==> src/rtl/saa_pkg.sv <==
`timescale 1ns / 1ps
// saa_pkg: shared types and constants of the sensor axis alignment block.
// No dependencies.
package saa_pkg;

    localparam int SAMPLE_W            = 16;
    localparam int COEFF_W             = 16;
    localparam int ROW_W               = 3 * COEFF_W;
    localparam int CFG_INDEX_W         = 3;
    localparam int COEFF_FRAC_BITS_DEF = 14;

    // Identity rows after reset: 1.0 in Q2.14 on the diagonal
    localparam logic [ROW_W-1:0] ROLL_RESET  = 48'h0000_0000_4000;
    localparam logic [ROW_W-1:0] PITCH_RESET = 48'h0000_4000_0000;
    localparam logic [ROW_W-1:0] YAW_RESET   = 48'h4000_0000_0000;

    typedef enum logic [CFG_INDEX_W-1:0] {
        CFG_ORIENT,
        CFG_BYPASS,
        CFG_ROLL,
        CFG_PITCH,
        CFG_YAW
    } cfg_idx_t;

    typedef enum logic [2:0] {
        ORIENT_CW0,
        ORIENT_CW90,
        ORIENT_CW180,
        ORIENT_CW270,
        ORIENT_CW0_FLIP,
        ORIENT_CW90_FLIP,
        ORIENT_CW180_FLIP,
        ORIENT_CW270_FLIP
    } orient_t;

    typedef struct packed {
        logic signed [SAMPLE_W-1:0] axis_x;
        logic signed [SAMPLE_W-1:0] axis_y;
        logic signed [SAMPLE_W-1:0] axis_z;
    } saa_in_t;

    typedef struct packed {
        logic signed [SAMPLE_W-1:0] roll_out;
        logic signed [SAMPLE_W-1:0] pitch_out;
        logic signed [SAMPLE_W-1:0] yaw_out;
        logic                       clipped;
    } saa_out_t;

endpackage

==> src/rtl/saa_rotate_row.sv <==
`timescale 1ns / 1ps
// saa_rotate_row: one row of the 3x3 rotation, products then sum, then
// round-half-even and saturation. Depends on saa_pkg.
module saa_rotate_row #(
    parameter int FRAC_BITS = saa_pkg::COEFF_FRAC_BITS_DEF
) (
    input  logic                                clk,
    input  logic                                en,
    input  logic [saa_pkg::ROW_W-1:0]           coeffs,
    input  logic signed [saa_pkg::SAMPLE_W-1:0] x,
    input  logic signed [saa_pkg::SAMPLE_W-1:0] y,
    input  logic signed [saa_pkg::SAMPLE_W-1:0] z,
    output logic signed [saa_pkg::SAMPLE_W-1:0] result,
    output logic                                clip
);
    import saa_pkg::*;

    localparam int PROD_W = SAMPLE_W + COEFF_W;
    localparam int SUM_W  = PROD_W + 2;

    localparam logic [FRAC_BITS-1:0] HALF = {1'b1, {(FRAC_BITS-1){1'b0}}};
    localparam logic signed [SUM_W:0] MAX_V = 32767;
    localparam logic signed [SUM_W:0] MIN_V = -32768;

    logic signed [COEFF_W-1:0] cx, cy, cz;
    logic signed [PROD_W-1:0]  px_reg, py_reg, pz_reg;
    logic signed [PROD_W-1:0]  px_next, py_next, pz_next;
    logic signed [SUM_W-1:0]   sum_reg, sum_next;
    logic signed [SUM_W-1:0]   quot;
    logic [FRAC_BITS-1:0]      rem;
    logic                      round_up;
    logic signed [SUM_W:0]     rounded;

    assign cx = coeffs[COEFF_W-1:0];
    assign cy = coeffs[2*COEFF_W-1:COEFF_W];
    assign cz = coeffs[3*COEFF_W-1:2*COEFF_W];

    assign px_next = cx * x;
    assign py_next = cy * y;
    assign pz_next = cz * z;

    assign sum_next = SUM_W'(px_reg) + SUM_W'(py_reg) + SUM_W'(pz_reg);

    always_ff @(posedge clk)
    begin
        if (en)
        begin
            px_reg  <= px_next;
            py_reg  <= py_next;
            pz_reg  <= pz_next;
            sum_reg <= sum_next;
        end
    end

    // floor division, then ties to even
    assign quot     = sum_reg >>> FRAC_BITS;
    assign rem      = sum_reg[FRAC_BITS-1:0];
    assign round_up = (rem > HALF) || ((rem == HALF) && quot[0]);
    assign rounded  = {quot[SUM_W-1], quot} + {{SUM_W{1'b0}}, round_up};

    always_comb
    begin
        if (rounded > MAX_V)
        begin
            result = 16'sh7fff;
            clip   = 1'b1;
        end
        else if (rounded < MIN_V)
        begin
            result = -16'sh8000;
            clip   = 1'b1;
        end
        else
        begin
            result = rounded[SAMPLE_W-1:0];
            clip   = 1'b0;
        end
    end

endmodule

==> config.mk <==
export PLATFORM = sky130hd
export DESIGN_NAME = saa_rotate_row
export DESIGN_NICKNAME = d
export VERILOG_FILES = /design/src/rtl/saa_pkg.sv /design/src/rtl/saa_rotate_row.sv
export SDC_FILE = /design/constraint.sdc
export NUM_CORES = 2
export LEC_CHECK = 0
export BUFFER_PORTS_ARGS = -buffer_cell sky130_fd_sc_hd__clkbuf_2
export CORE_MARGIN = 1
export CORE_UTILIZATION = 40
export CTS_BUF_LIST = sky130_fd_sc_hd__clkbuf_8
export CTS_CLUSTER_DIAMETER = 80
export CTS_CLUSTER_SIZE = 16
export DETAILED_ROUTE_END_ITERATION = 10
export MAX_ROUTING_LAYER = met4
export PLACE_DENSITY = 0.56
export SYNTH_ARGS = -nofsm -noshare
export SYNTH_HDL_FRONTEND = slang
export SYNTH_SLANG_ARGS = --single-unit
==> constraint.sdc <==
create_clock -name clk -period 20.4 [get_ports clk]
set_input_delay 4.08 -clock clk [delete_from_list [all_inputs] [get_ports clk]]
set_output_delay 4.08 -clock clk [all_outputs]
set_load 0.01 [all_outputs]
==> results.json <==
{
  "run_status": "complete, but fails checks",
  "failed_checks": "design-rule violations",
  "drt_iter0_drc": 1097,
  "register_area_um2": 3900,
  "drive_gt1_share_pct": 4.35,
  "grt_pass1_vias": 25500,
  "antenna_found_initial": 1,
  "cts_max_path_buffers": 2,
  "io_buffers": 114,
  "finClkSkew_ns": 0.0119,
  "synth_top_family_by_area": "adder cells",
  "synthFlopType": "edfxtp_1",
  "drtPass1Iterations": 8,
  "vias": 24000,
  "clockRootBuffer": "clkbuf_8",
  "critPathCaptureType": "flop",
  "slew_violations": 0,
  "num-fill-cells": 8748,
  "cts_htree_levels": 4,
  "postCtsSetupBuffers": 0,
  "dieArea_um2": 90700,
  "viasPerCell": 4.93,
  "clk_latency_ns": 0.43,
  "wirelength_um": 81300,
  "critPathKind": "in -> reg",
  "endpoint": "px_reg[30]",
  "finalSetupViolCount": 0,
  "cts_hold_buf": 0,
  "multiInputGateArea_um2": 28300,
  "final_cell_mix": "inv_1 (870), fa_1 (819), nand2_1 (387), and2_1 (383), ha_1 (279)",
  "cts_resized": 0,
  "tns_ns": 0,
  "synthCells": 3658,
  "grt_pass1_wl_um": 136000,
  "mostFrequentLayoutCell": "inv_1",
  "fin_cells": 4868,
  "track_usage_pct": 19.5,
  "die_y_um": 301,
  "cp-start-kind": "input port",
  "hpwl_um": 67400,
  "die_width_um": 301,
  "hold_path_class": "reg -> reg",
  "clkSinkCount": 130,
  "route.antenna.remaining_nets": 0,
  "area_growth_pct": 5.81,
  "synth-xor-area-share_pct": 3.52,
  "yosys.area_share.simple_pct": 13.9,
  "synth-seq-area-share_pct": 10.9,
  "fin_util_pct": 42.8,
  "hold_viol_final": 0,
  "r2r-end": "sum_reg[31]",
  "grt_max_degree": 82,
  "place.gp.congestion": 0.840,
  "ys_warn_count": 0,
  "cts_buffers": 17,
  "clk_pin_slew_ns": 0.08,
  "fin_nets": 4886,
  "synth_seq_cells": 130,
  "row_count": 109,
  "grt_overflow": 0,
  "syn_area_per_cell_um2": 9.79,
  "arrival_ns": 10.33,
  "yosys.area.top_type": "fa_1",
  "min_period_ns": 10.14,
  "min_period_over_period_pct": 49.7,
  "rsz0062_at_grt": "no",
  "critPathRequiredTime_ns": 20.59,
  "ios": 115,
  "fmax_mhz": 98.6,
  "crit_fanout": 16,
  "synth_edf_count": 130,
  "coreArea_um2": 88500,
  "cap_violations": 0,
  "synth_area_leaders": "fa_1 (46%), edfxtp_1 (11%), ha_1 (9.7%)",
  "drc": 12,
  "r2r_cells": 13,
  "worstMarginPinSlew_ns": 1.00,
  "synthDistinctLibCells": 68,
  "synthesis.area_um2": 35800,
  "r2r-start": "px_reg[1]",
  "crit_start": "coeffs[15]",
  "initial_core_util_pct": 40.5,
  "synth_async_sr_flop_share_pct": 0,
  "synthDominantCellAreaShare_pct": 45.8,
  "antenna_cells": 0,
  "cts_tree": "built",
  "largest_reg_flops": 34,
  "synth_compound_area_share_pct": 5.99,
  "drt-wirelength-per-cell_um": 16.7,
  "muxShareOfSynthArea_pct": 0,
  "syn_nets": 4854,
  "synthAdderAreaFrac_pct": 55.5,
  "maxSlewHeadroom_pct": 33.0,
  "dpl.cell_count": 4836,
  "r2r_setup_slack_ns": 16.42
}
synth_stat cells (4+ instances only):
master and number:
inv_1 869, fa_1 819, nand2_1 387, and2_1 383, ha_1 279, edfxtp_1 130
nor2_1 107, xnor2_1 101, clkbuf_1 99, a21oi_1 88, o21ai_0 58, a21o_1 53
xor2_1 43, nand3_1 22, o21a_1 22, nor3_1 19, nand2b_1 18, a211oi_1 15
and3_1 14, nor2b_1 13, o21bai_1 12, nand4_1 8, o31ai_1 8, nor4_1 7
a31oi_1 6, o211ai_1 6, a31o_2 5, a221oi_1 4, and4_1 4, o41ai_1 4
or3_1 4
layer usage:
layer | part of all wire [%] | track usage, %
met1 | 47 | 27.2
met2 | 49 | 31.7
met3 | 3.5 | 1.58
met4 | 1.1 | 2.73
met5 | 0 | -
how the worst min path moves through the flow:
stage / from / end / slack (ns) / cells past startpoint
floorplan: pz_reg[1] / sum_reg[1] / 0.68 / 2
global placement: py_reg[1] / sum_reg[1] / 0.74 / 2
detailed placement: py_reg[1] / sum_reg[1] / 0.73 / 2
CTS: py_reg[1] / sum_reg[1] / 0.76 / 2
global route: py_reg[1] / sum_reg[1] / 0.80 / 2
finish: py_reg[1] / sum_reg[1] / 0.75 / 2
worst max-delay path, cell delays in order:
cell      delay [ns]
clkbuf_2        0.25
nand2_1         0.20
inv_1           0.10
fa_1            0.64
fa_1            0.91
fa_1            0.53
fa_1            0.50
fa_1            0.49
inv_1           0.05
fa_1            0.47
inv_1           0.04
ha_1            0.39
nand2_1         0.12
nor3_1          0.45
o211ai_1        0.27
a311oi_1        0.43
a21o_1          0.18
a21oi_1         0.07
xnor2_1         0.14
area by class of cell:
| class | instances | area share (%) |
|---|---|---|
| inverters | 869 | 8.61 |
| clock buffers | 17 | 0.618 |
| multi-input cells | 2557 | 74.6 |
| clock inverters | 15 | 0.505 |
| flip-flops and latches | 130 | 10.3 |
| repair buffers | 115 | 1.53 |
| well taps | 1165 | 3.85 |
per-stage QoR:
stage	setup slack [ns]	hold WS, ns	instance area [µm²]
2_1_floorplan	10.49	0.680	35800
4_1_cts	10.31	0.759	37900
5_1_grt	9.87	0.803	37900
6_report	10.26	0.750	37900
3_3_place_gp	9.80	0.737	37500
3_5_place_dp	9.84	0.732	37500
cells by family after synthesis:
kind of cell    count (synthesis)
buf+inv                       971
flops                         130
xor+xnor                      144
fa+ha+maj                    1098
compound gates                319
simple gates                  996
Power is left out: the tool's default activity adds up to more than one toggle a clock period on the data nets, which glitch-free logic cannot reach.
